--- src/rtl/brbf_pkg.sv ---
package brbf_pkg;

    localparam int SIZE_W = 9;
    localparam int IDX_W  = 9;
    localparam int DIV_W  = 10;
    localparam int STEP_W = $clog2(DIV_W);

    localparam logic [2:0] FUNC_PUT      = 3'd0;
    localparam logic [2:0] FUNC_GET      = 3'd1;
    localparam logic [2:0] FUNC_FLUSH    = 3'd2;
    localparam logic [2:0] FUNC_ADV_TAIL = 3'd3;
    localparam logic [2:0] FUNC_SET_HEAD = 3'd4;

    typedef enum logic [1:0] {
        ST_IDLE,
        ST_MOD,
        ST_RESP
    } t_state;

    typedef struct packed {
        logic [2:0] func;
        logic [7:0] data;
        logic [7:0] amount;
    } t_in_item;

    typedef struct packed {
        logic       ok;
        logic [7:0] read_data;
        logic [7:0] fill_count;
        logic [7:0] free_slots;
        logic       not_empty;
        logic [7:0] count_to_end;
        logic [7:0] tail_index;
    } t_out_item;

    typedef struct packed {
        logic              start;
        logic [DIV_W-1:0]  dividend;
        logic [SIZE_W-1:0] divisor;
    } t_mod_req;

    typedef struct packed {
        logic             done;
        logic [IDX_W-1:0] rem;
    } t_mod_rsp;

endpackage

--- src/rtl/brbf_mem.sv ---
module brbf_mem #(
    parameter int DEPTH = 256,
    parameter int AW    = $clog2(DEPTH)
) (
    input  logic          i_clk,
    input  logic          i_we,
    input  logic [AW-1:0] i_waddr,
    input  logic [7:0]    i_wdata,
    input  logic          i_re,
    input  logic [AW-1:0] i_raddr,
    output logic [7:0]    o_rdata
);

    logic [7:0] r_mem [DEPTH];
    logic [7:0] r_rdata;

    always_ff @(posedge i_clk) begin
        if (i_we) begin
            r_mem[i_waddr] <= i_wdata;
        end
    end

    always_ff @(posedge i_clk) begin
        if (i_re) begin
            r_rdata <= r_mem[i_raddr];
        end
    end

    assign o_rdata = r_rdata;

endmodule

--- src/rtl/brbf_mod.sv ---
module brbf_mod (
    input  logic               i_clk,
    input  logic               i_rst_n,
    input  brbf_pkg::t_mod_req i_req,
    output brbf_pkg::t_mod_rsp o_rsp
);

    logic                           r_busy, n_busy;
    logic                           r_done, n_done;
    logic [brbf_pkg::STEP_W-1:0]    r_step, n_step;
    logic [brbf_pkg::IDX_W-1:0]     r_rem, n_rem;
    logic [brbf_pkg::DIV_W-1:0]     r_dvd, n_dvd;
    logic [brbf_pkg::SIZE_W-1:0]    r_dvs, n_dvs;
    logic [brbf_pkg::IDX_W:0]       trial;

    always_comb begin
        n_busy = r_busy;
        n_done = 1'b0;
        n_step = r_step;
        n_rem  = r_rem;
        n_dvd  = r_dvd;
        n_dvs  = r_dvs;
        trial  = {r_rem, r_dvd[brbf_pkg::DIV_W-1]};
        if (i_req.start) begin
            n_busy = 1'b1;
            n_step = '0;
            n_rem  = '0;
            n_dvd  = i_req.dividend;
            n_dvs  = i_req.divisor;
        end else if (r_busy) begin
            // one restoring remainder step per cycle
            if (trial >= (brbf_pkg::IDX_W+1)'(r_dvs)) begin
                n_rem = brbf_pkg::IDX_W'(trial - (brbf_pkg::IDX_W+1)'(r_dvs));
            end else begin
                n_rem = brbf_pkg::IDX_W'(trial);
            end
            n_dvd  = {r_dvd[brbf_pkg::DIV_W-2:0], 1'b0};
            n_step = brbf_pkg::STEP_W'(r_step + 1'b1);
            if (r_step == brbf_pkg::STEP_W'(brbf_pkg::DIV_W - 1)) begin
                n_busy = 1'b0;
                n_done = 1'b1;
            end
        end
    end

    always_ff @(posedge i_clk) begin
        if (!i_rst_n) begin
            r_busy <= 1'b0;
            r_done <= 1'b0;
            r_step <= '0;
        end else begin
            r_busy <= n_busy;
            r_done <= n_done;
            r_step <= n_step;
        end
    end

    always_ff @(posedge i_clk) begin
        r_rem <= n_rem;
        r_dvd <= n_dvd;
        r_dvs <= n_dvs;
    end

    assign o_rsp.done = r_done;
    assign o_rsp.rem  = r_rem;

endmodule

--- src/rtl/byte_ring_buffer_fifo_core.sv ---
// byte fifo on a circular store, one slot always kept free
// input channel: i_in_valid / o_in_stall carry one transaction with func, data, amount
// output channel: o_out_valid / i_out_stall carry one result transaction per input
// config: i_cfg_we with i_cfg_wdata sets the slot count, clamped to 2..DEPTH,
//   and empties the fifo; write only while no transaction is in flight
// put, get, flush and unused codes take 2 cycles per transaction:
//   one cycle for the memory access, one to form the result
// advance tail and set head take 13 cycles: the modulo by the size runs
//   through a bit-serial remainder unit at one dividend bit per cycle
// one transaction is in flight at a time; the next is taken once its result
//   sits in the output register
// the result register holds while i_out_stall is high; a new result waits
//   in its final state until the register frees up
// reset empties the fifo and sets the size to 256 clamped to DEPTH;
//   storage content is not cleared
module byte_ring_buffer_fifo_core #(
    parameter int DEPTH = 256
) (
    input  logic                        i_clk,
    input  logic                        i_rst_n,
    input  logic                        i_in_valid,
    output logic                        o_in_stall,
    input  brbf_pkg::t_in_item          i_in,
    output logic                        o_out_valid,
    input  logic                        i_out_stall,
    output brbf_pkg::t_out_item         o_out,
    input  logic                        i_cfg_we,
    input  logic [brbf_pkg::SIZE_W-1:0] i_cfg_wdata
);

    localparam int AW = $clog2(DEPTH);
    localparam logic [brbf_pkg::SIZE_W-1:0] SizeRst =
        brbf_pkg::SIZE_W'((DEPTH < 256) ? DEPTH : 256);

    brbf_pkg::t_state               r_state, n_state;
    logic [brbf_pkg::SIZE_W-1:0]    r_size, n_size;
    logic [brbf_pkg::IDX_W-1:0]     r_widx, n_widx;
    logic [brbf_pkg::IDX_W-1:0]     r_ridx, n_ridx;
    logic [2:0]                     r_func, n_func;
    logic                           r_ok, n_ok;
    logic                           r_get, n_get;
    logic                           r_out_valid, n_out_valid;
    brbf_pkg::t_out_item            r_out, n_out;

    brbf_pkg::t_mod_req             mod_req;
    brbf_pkg::t_mod_rsp             mod_rsp;

    logic                           accept;
    logic                           out_free;
    logic                           mem_we, mem_re;
    logic [7:0]                     mem_rdata;
    logic [brbf_pkg::IDX_W-1:0]     w_next, r_next;
    logic [brbf_pkg::IDX_W-1:0]     cnt, seg, free;

    brbf_mem #(.DEPTH(DEPTH)) u_mem (
        .i_clk   (i_clk),
        .i_we    (mem_we),
        .i_waddr (AW'(r_widx)),
        .i_wdata (i_in.data),
        .i_re    (mem_re),
        .i_raddr (AW'(r_ridx)),
        .o_rdata (mem_rdata)
    );

    brbf_mod u_mod (
        .i_clk   (i_clk),
        .i_rst_n (i_rst_n),
        .i_req   (mod_req),
        .o_rsp   (mod_rsp)
    );

    assign accept   = (r_state == brbf_pkg::ST_IDLE) && i_in_valid;
    assign out_free = !r_out_valid || !i_out_stall;

    assign w_next = (brbf_pkg::IDX_W'(r_widx + 1'b1) == r_size) ? '0
                                                                : brbf_pkg::IDX_W'(r_widx + 1'b1);
    assign r_next = (brbf_pkg::IDX_W'(r_ridx + 1'b1) == r_size) ? '0
                                                                : brbf_pkg::IDX_W'(r_ridx + 1'b1);

    assign cnt  = (r_widx >= r_ridx) ? brbf_pkg::IDX_W'(r_widx - r_ridx)
                                     : brbf_pkg::IDX_W'(r_size + r_widx - r_ridx);
    assign seg  = (r_widx >= r_ridx) ? brbf_pkg::IDX_W'(r_widx - r_ridx)
                                     : brbf_pkg::IDX_W'(r_size - r_ridx);
    assign free = brbf_pkg::IDX_W'(r_size - cnt - 1'b1);

    // next state
    always_comb begin
        n_state = r_state;
        case (r_state)
            brbf_pkg::ST_IDLE: begin
                if (accept) begin
                    if (i_in.func == brbf_pkg::FUNC_ADV_TAIL ||
                        i_in.func == brbf_pkg::FUNC_SET_HEAD) begin
                        n_state = brbf_pkg::ST_MOD;
                    end else begin
                        n_state = brbf_pkg::ST_RESP;
                    end
                end
            end
            brbf_pkg::ST_MOD: begin
                if (mod_rsp.done) begin
                    n_state = brbf_pkg::ST_RESP;
                end
            end
            brbf_pkg::ST_RESP: begin
                if (out_free) begin
                    n_state = brbf_pkg::ST_IDLE;
                end
            end
            default: n_state = brbf_pkg::ST_IDLE;
        endcase
    end

    // outputs and datapath
    always_comb begin
        o_in_stall  = (r_state != brbf_pkg::ST_IDLE);
        mem_we      = 1'b0;
        mem_re      = 1'b0;
        mod_req     = '0;
        n_size      = r_size;
        n_widx      = r_widx;
        n_ridx      = r_ridx;
        n_func      = r_func;
        n_ok        = r_ok;
        n_get       = r_get;
        n_out       = r_out;
        n_out_valid = r_out_valid && i_out_stall;

        case (r_state)
            brbf_pkg::ST_IDLE: begin
                if (accept) begin
                    n_func = i_in.func;
                    n_ok   = 1'b0;
                    n_get  = 1'b0;
                    case (i_in.func)
                        brbf_pkg::FUNC_PUT: begin
                            if (w_next != r_ridx) begin
                                mem_we = 1'b1;
                                n_widx = w_next;
                                n_ok   = 1'b1;
                            end
                        end
                        brbf_pkg::FUNC_GET: begin
                            if (r_widx != r_ridx) begin
                                mem_re = 1'b1;
                                n_ridx = r_next;
                                n_ok   = 1'b1;
                                n_get  = 1'b1;
                            end
                        end
                        brbf_pkg::FUNC_FLUSH: begin
                            n_ridx = r_widx;
                        end
                        brbf_pkg::FUNC_ADV_TAIL: begin
                            mod_req.start    = 1'b1;
                            mod_req.dividend = brbf_pkg::DIV_W'(r_ridx) +
                                               brbf_pkg::DIV_W'(i_in.amount);
                            mod_req.divisor  = r_size;
                        end
                        brbf_pkg::FUNC_SET_HEAD: begin
                            mod_req.start    = 1'b1;
                            mod_req.dividend = brbf_pkg::DIV_W'(i_in.amount);
                            mod_req.divisor  = r_size;
                        end
                        default: begin
                        end
                    endcase
                end
            end
            brbf_pkg::ST_MOD: begin
                if (mod_rsp.done) begin
                    if (r_func == brbf_pkg::FUNC_ADV_TAIL) begin
                        n_ridx = mod_rsp.rem;
                    end else begin
                        n_widx = mod_rsp.rem;
                    end
                end
            end
            brbf_pkg::ST_RESP: begin
                if (out_free) begin
                    n_out_valid        = 1'b1;
                    n_out.ok           = r_ok;
                    n_out.read_data    = r_get ? mem_rdata : 8'd0;
                    n_out.fill_count   = cnt[7:0];
                    n_out.free_slots   = free[7:0];
                    n_out.not_empty    = (r_widx != r_ridx);
                    n_out.count_to_end = seg[7:0];
                    n_out.tail_index   = r_ridx[7:0];
                end
            end
            default: begin
            end
        endcase

        if (i_cfg_we) begin
            if (i_cfg_wdata < brbf_pkg::SIZE_W'(2)) begin
                n_size = brbf_pkg::SIZE_W'(2);
            end else if (int'(i_cfg_wdata) > DEPTH) begin
                n_size = brbf_pkg::SIZE_W'(DEPTH);
            end else begin
                n_size = i_cfg_wdata;
            end
            n_widx = '0;
            n_ridx = '0;
        end
    end

    always_ff @(posedge i_clk) begin
        if (!i_rst_n) begin
            r_state     <= brbf_pkg::ST_IDLE;
            r_size      <= SizeRst;
            r_widx      <= '0;
            r_ridx      <= '0;
            r_out_valid <= 1'b0;
        end else begin
            r_state     <= n_state;
            r_size      <= n_size;
            r_widx      <= n_widx;
            r_ridx      <= n_ridx;
            r_out_valid <= n_out_valid;
        end
    end

    always_ff @(posedge i_clk) begin
        r_func <= n_func;
        r_ok   <= n_ok;
        r_get  <= n_get;
        r_out  <= n_out;
    end

    assign o_out_valid = r_out_valid;
    assign o_out       = r_out;

    a_size_min: assert property (@(posedge i_clk) disable iff (!i_rst_n)
        r_size >= brbf_pkg::SIZE_W'(2))
        else $error("size below two");

    a_idx_range: assert property (@(posedge i_clk) disable iff (!i_rst_n)
        (r_widx < r_size) && (r_ridx < r_size))
        else $error("index beyond size");

    a_mod_state: assert property (@(posedge i_clk) disable iff (!i_rst_n)
        mod_rsp.done |-> (r_state == brbf_pkg::ST_MOD))
        else $error("remainder done outside modulo state");

    a_rd_ok: assert property (@(posedge i_clk) disable iff (!i_rst_n)
        (o_out_valid && (o_out.read_data != 8'd0)) |-> o_out.ok)
        else $error("read data without successful get");

endmodule

--- config.mk ---
export PLATFORM = sky130hd
export DESIGN_NAME = byte_ring_buffer_fifo_core
export DESIGN_NICKNAME = d
export VERILOG_FILES = /design/src/rtl/brbf_pkg.sv /design/src/rtl/brbf_mem.sv /design/src/rtl/brbf_mod.sv /design/src/rtl/byte_ring_buffer_fifo_core.sv
export SDC_FILE = /design/constraint.sdc
export NUM_CORES = 2
export LEC_CHECK = 0
export BUFFER_PORTS_ARGS = -buffer_cell sky130_fd_sc_hd__buf_2
export CORE_MARGIN = 2
export CORE_UTILIZATION = 45
export CTS_BUF_LIST = sky130_fd_sc_hd__clkbuf_4
export CTS_CLUSTER_DIAMETER = 60
export CTS_CLUSTER_SIZE = 12
export DETAILED_ROUTE_END_ITERATION = 10
export PLACE_DENSITY = 0.68
export SETUP_SLACK_MARGIN = 0.02
export SYNTH_ARGS = -nofsm -noshare
export SYNTH_HDL_FRONTEND = slang
export SYNTH_SLANG_ARGS = --single-unit
--- constraint.sdc ---
create_clock -name i_clk -period 10.7 [get_ports i_clk]
set_input_delay 2.14 -clock i_clk [delete_from_list [all_inputs] [get_ports i_clk]]
set_output_delay 2.14 -clock i_clk [all_outputs]
set_load 0.02 [all_outputs]
======== Word level (Yosys, flattened, before mapping) ========
Memory sizes are Yosys's and may differ from the RTL's. A register that Yosys moved wholly into a read port is not among the register bits.
Cells that the tools add are included.
storage, ports and cells
  bits in registers ....................... 111
  input port bits ......................... 33
  output and inout bits ................... 44
  memories ................................ 1
  word-level logic and storage cells ...... 125
  bits in writable memories ............... 2048
memory list
  name         depth  width  read ports  clocked after memory_dff  write ports  RTL line        source
  u_mem.r_mem  256    8      1           1                         1            brbf_mem.sv:14  logic [7:0] r_mem [DEPTH];
operators by class
  order comparisons ....................... 4
  bitwise operators ....................... 2
  add/subtract/negate cells ............... 11
  mux-type cells .......................... 46
  equality and inequality tests ........... 21
  reductions and logical operators ........ 19
operator list
  operator                                             count
  2-to-1 mux 9 bit                                     14
  case mux 9 bit (2 select lines)                      3
  2-to-1 mux 20 bit                                    2
  case mux 20 bit (2 select lines)                     1
  subtractor 8 bit                                     4
  2-to-1 mux 10 bit                                    2
  adder 9 x 1 -> 9 bit, second input constant          2
  equality test 9 bit                                  2
  != test 9 bit                                        2
  2-to-1 mux 1 bit                                     16
  2-to-1 mux 8 bit                                     2
  AND reduction 6 bit                                  2
  adder 9 x 8 -> 10 bit                                1
  greater-or-equal comparator 10 x 9 -> 1 bit          1
  equality test 3 x 2 -> 1 bit, second input constant  3
  greater-or-equal comparator 9 bit                    1
  > comparator 9 bit, second input constant            1
  < comparator 9 x 2 -> 1 bit, second input constant   1
  subtractor 9 bit                                     1
  adder 8 bit                                          1
  2-to-1 mux 2 bit                                     4
  != test 2 bit, second input constant                 4
  subtractor 8 x 1 -> 8 bit, second input constant     1
  != test 2 x 1 -> 1 bit, second input constant        3
  21 further kinds                                     29

======== Longest topological paths before layout ========
  word-level depth ........................ 10
  depth in mapped cells ................... 23
  gate-level depth less buffers ........... 20

======== Modules after synthesis ========
From an unflattened synthesis, not the netlist that was laid out.
unflattened totals
  cells, all modules ...................... 4534
  area total of the unflattened synthesis .. 87222.4 um2
modules (own cells, without submodules)
  module                      seq. area each (um2)  cells an instance  times used  area each (um2)
  brbf_mem                    61739.2               3733               1           79636.4
  byte_ring_buffer_fifo_core  2011.9                634                1           5756.8
  brbf_mod                    870.8                 167                1           1829.3

======== Worst setup path before layout ========
OpenSTA, ideal clock, no wires.
  path kind ............................... reg2reg
  from .................................... reg r_ridx[5] (netlist bit)
  to ...................................... reg r_out, in the netlist o_out[24] (data pin)
  data arrival time ....................... 4.896 ns
  required time ........................... 10.439 ns
  stages on the path, launching flop included .. 23
  slack ................................... 5.542 ns
  setup time .............................. 0.261 ns
  clock period less this slack ............ 5.158 ns
  buffers on the path ..................... 6
  cells stage by stage .................... dfxtp_1 clkbuf_1 inv_1 clkbuf_1 clkbuf_1 clkbuf_1 ha_1 nand2_1 nor3_1 a211oi_1 o21a_1 clkbuf_1 clkbuf_1 a21oi_1 ha_1 a21o_1 a21oi_1 o21bai_1 a21oi_1 o21bai_1 a21oi_1 xnor2_1 xnor2_1
between the ends
  cells in the longest elaborated chain, start to end .. 4
  elaborated cells on any way between the ends .. 6
  those cells by class .................... add/sub (4); order compare (1); mux (1)
ends and longest elaborated chain
  item                                      RTL line                           source
  from (decl)                               byte_ring_buffer_fifo_core.sv:38   logic [brbf_pkg::IDX_W-1:0] r_ridx, n_ridx;
  from (signal assigned)                    byte_ring_buffer_fifo_core.sv:219  r_ridx <= n_ridx;
  subtractor 8 bit (tied with other cells)  byte_ring_buffer_fifo_core.sv:81   : brbf_pkg::IDX_W'(r_size + r_widx - r_ridx);
  2-to-1 mux 8 bit (*)                      byte_ring_buffer_fifo_core.sv:80   assign cnt = (r_widx >= r_ridx) ? brbf_pkg::IDX_W'(r_widx - r_ridx)
  subtractor 8 bit (*)                      byte_ring_buffer_fifo_core.sv:84   assign free = brbf_pkg::IDX_W'(r_size - cnt - 1'b1);
  subtractor 8 x 1 -> 8 bit (*)             byte_ring_buffer_fifo_core.sv:84
  net free, one bit                         byte_ring_buffer_fifo_core.sv:53   logic [brbf_pkg::IDX_W-1:0] cnt, seg, free;
  to (signal assigned)                      byte_ring_buffer_fifo_core.sv:228  r_out <= n_out;
  to (decl)                                 byte_ring_buffer_fifo_core.sv:43   brbf_pkg::t_out_item r_out, n_out;
Mark *: on every way through the listed nets, which the timed path passes. The rest lies on a longest branch.
A chain may end at the register's enable or synchronous reset.

======== Worst setup path after layout ========
  from .................................... reg r_ridx[2] (netlist bit)
  to ...................................... reg r_out, in the netlist o_out[24] (data pin)
Same word-level chain as after synthesis.

==> results.sh <==
export IMPL_status="finished clean"
export IMPL_path_class="reg2reg"
export IMPL_max_slew_worst_pin_slew_ns=1.27
export IMPL_synth_area_um2=87600
export IMPL_ys_ff_latch=2167
export IMPL_htreeDepth=4
export IMPL_multi_input_area_um2=21500
export IMPL_place_ws_ns=5.35
export IMPL_cts_setup_buffers=0
export IMPL_final_util_pct=48.2
export IMPL_clockBufferDepth=3
export IMPL_hold_path_class="reg2reg"
export IMPL_gp_congestion=0.866
export IMPL_synth_distinct_cells=72
export IMPL_min_period_ns=5.39
export IMPL_die_w_um=445
export IMPL_drc=0
export IMPL_synth_top_area_share_pct=72.7
export IMPL_syn_instance_count=4090
export IMPL_final_layout_size_suffix_gt1_share_pct=28.8
export IMPL_initial_core_util_pct=45.4
export IMPL_clk_latency_ns=1.32
export IMPL_arrival_ns=6.48
export IMPL_syn_area_per_cell_um2=21.4
export IMPL_io_pins=77
export IMPL_p_leak_nw=27.3
export IMPL_antenna_found_initial=8
export IMPL_path_clk_slew_ns=0.14
export IMPL_synth_area_top_cells="edfxtp_1 73%, mux4_2 17%, dfxtp_1 1.0%"
export IMPL_async_reset_ff_share_pct=0
export IMPL_placed_area_um2=91000
export IMPL_timing_final_ws_setup_ns=5.31
export IMPL_maxCapViolations=0
export IMPL_vdd_ir_drop_max_v=0.0000997
export IMPL_clock_sinks=2167
export IMPL_ant_nets=0
export IMPL_grt_max_degree=176
export IMPL_hold_violations=0
export IMPL_fin_skew_ns=0.0958
export IMPL_core_um2=193000
export IMPL_register_area_um2=64600
export IMPL_grt_overflow=0
export IMPL_fp_row_count=161
export IMPL_hpwl_mm=125
export IMPL_area_delta_synth_final_pct=6.15
export IMPL_routed_wl_mm=211
export IMPL_setup_viol=0
export IMPL_cts_hold_buf=0
export IMPL_viasPerCell=6.23
export IMPL_track_usage_pct=21.3
export IMPL_dr_pass1_iters=6
export IMPL_die_area_um2=198000
export IMPL_die_h_um=445
export IMPL_syn_num_nets=4189
export IMPL_ys_flop_type="edfxtp_1"
export IMPL_yosys_warnings=0
export IMPL_fin_crit_sh_pct=50.4
export IMPL_synth_edf_count=2122
export IMPL_cp_required_ns=11.79
export IMPL_yosys_area_top_type="edfxtp_1"
export IMPL_worstSetupEndpointType="flop"
export IMPL_synth_seq_area_share_pct=73.8
export IMPL_grt_pass1_wl_mm=306
export IMPL_fmaxAchievable_mhz=185
export IMPL_ctsResizeCount=0
export IMPL_design_area_um2=93000
export IMPL_io_buffers=76
export IMPL_dr_first_iter_drc_count=5383
export IMPL_num_fill_cells=15400
export IMPL_final_max_slew_viol_count=0
export IMPL_root_buffer="clkbuf_4"
export IMPL_nNetsFinal=4322
export IMPL_post_drt_wl_per_cell_um=31.1
export IMPL_vias=42400
export IMPL_cts_buffers=203
export IMPL_powerDensity_nw_per_um2=148
export IMPL_rsz0062_at_grt="false"
export IMPL_critPathLaunchType="flop"
export IMPL_slew_headroom_pct=14.6
export IMPL_cts_tree="yes"
export IMPL_worst_path_max_fanout=52
export IMPL_grt_pass1_vias=42000
export IMPL_timing_setup_tns_ns=0
==> cell type report <==
cell class / count / share of cell area, %
sequential: 2167 / 69.5
multi-input combinational: 1594 / 23.1
tap: 2526 / 3.40
clock buffer: 228 / 1.84
timing repair buffer: 181 / 1.47
clock inverter: 25 / 0.316
inverter: 76 / 0.316
antenna: 7 / 0.0188
==> metrics by stage <==
stage	hold WS, ns	instances	total power [mW]
after floorplan	0.400	4090	10.0
after global placement	0.472	6544	10.3
after detailed placement	0.473	6544	10.3
after CTS	0.509	6797	13.9
after global routing	0.530	6801	14.2
final	0.514	6804	13.8
==> cell families (layout without fill, tap and decap cells) <==
| family | after synthesis | count (layout) | synth area share (%) |
|---|---|---|---|
| flops | 2167 | 2167 | 73.8 |
| mux | 688 | 688 | 17.4 |
| simple gates | 562 | 562 | 3.60 |
| buf+inv | 329 | 510 | 1.75 |
| compound gates | 208 | 208 | 1.67 |
| xor+xnor | 70 | 70 | 0.763 |
| fa+ha+maj | 66 | 66 | 1.05 |
| other cells | 0 | 7 | 0 |
==> routing by layer <==
layer  up-vias  routed length [µm]  global-route usage, %
li1      17300                   -                      -
met1     22600               86200                   30.7
met2      2177               99500                   32.7
met3       283               20700                   5.20
met4         0                5040                   5.83
met5         -                   0                      0
==> worst max-delay path, stage by stage (launching register included) <==
cell and delay, ns:
dfxtp_4 0.97, inv_1 0.25, ha_1 0.40, o21ai_0 0.12
a21boi_0 0.16, o21ai_0 0.20, nand2b_1 0.13, a31oi_1 0.28
o21a_1 0.73, nor2_1 0.12, a21oi_1 0.26, ha_1 0.29
a21o_1 0.18, a21oi_1 0.23, o21bai_1 0.09, a21oi_1 0.23
o21bai_1 0.09, a21oi_1 0.18, xnor2_1 0.15, xnor2_1 0.08
==> cell usage after synthesis (15+ instances only) <==
cell type	n
edfxtp_1	2122
inv_1	73
buf_1	25
a211oi_1	15
dfxtp_1	45
o21ai_0	30
nor3_1	180
and2_1	18
xor2_1	22
buf_2	79
clkbuf_1	118
a21o_1	17
nand2_1	120
buf_6	23
a21oi_1	44
ha_1	54
nor3_2	90
xnor2_1	44
mux4_2	668
nor2_1	77
nand3_1	15
==> flip-flops by register name, summed over array words and instances, names as in the netlist <==
signal and cells:
r_func 3, o_out 42, r_ok 1, r_ridx 9, r_widx 9, u_mod.r_dvs 9
u_mod.r_busy 1, u_mod.r_done 1, u_mod.r_rem 9, u_mem.r_mem 2048, u_mod.r_dvd 10, r_get 1
r_state 2, o_out_valid 1, u_mem.o_rdata 8, u_mod.r_step 4, r_size 9
==> where the power goes <==
group / internal, mW / switching (mW) / leakage [nW] / total, mW
clock: 1.13 / 2.51 / 1.18 / 3.65
sequential: 9.34 / 0.0535 / 19.5 / 9.40
combinational: 0.266 / 0.479 / 6.63 / 0.745
==> final timing paths <==
check	startpoint	endpoint	slack [ns]	cells after the start
max reg2reg	r_ridx[2]$_SDFFE_PP0P_	o_out[24]$_DFFE_PP_	5.31	19
min	r_ok$_DFFE_PP_	o_out[41]$_DFFE_PP_	0.51	0
max	r_ridx[2]$_SDFFE_PP0P_	o_out[24]$_DFFE_PP_	5.31	19
min reg2reg	r_ok$_DFFE_PP_	o_out[41]$_DFFE_PP_	0.51	0
==> layout by cell type (no fill, tap or decap), types with 15 or more instances in the layout <==
master,netlist,final
edfxtp_1,2122,2122
mux4_2,668,668
clkbuf_4,0,228
nor3_1,180,179
nand2_1,120,105
buf_4,8,95
nor3_2,90,91
nor2_1,77,77
inv_1,73,71
buf_2,79,68
ha_1,54,54
xnor2_1,44,44
a21oi_1,44,43
dfxtp_1,45,40
o21ai_0,30,30
xor2_1,22,22
and2_1,18,18
a21o_1,17,17
nand3_1,15,15
a211oi_1,15,15
nand2_2,0,15
(Power assumes the default switching activity.)
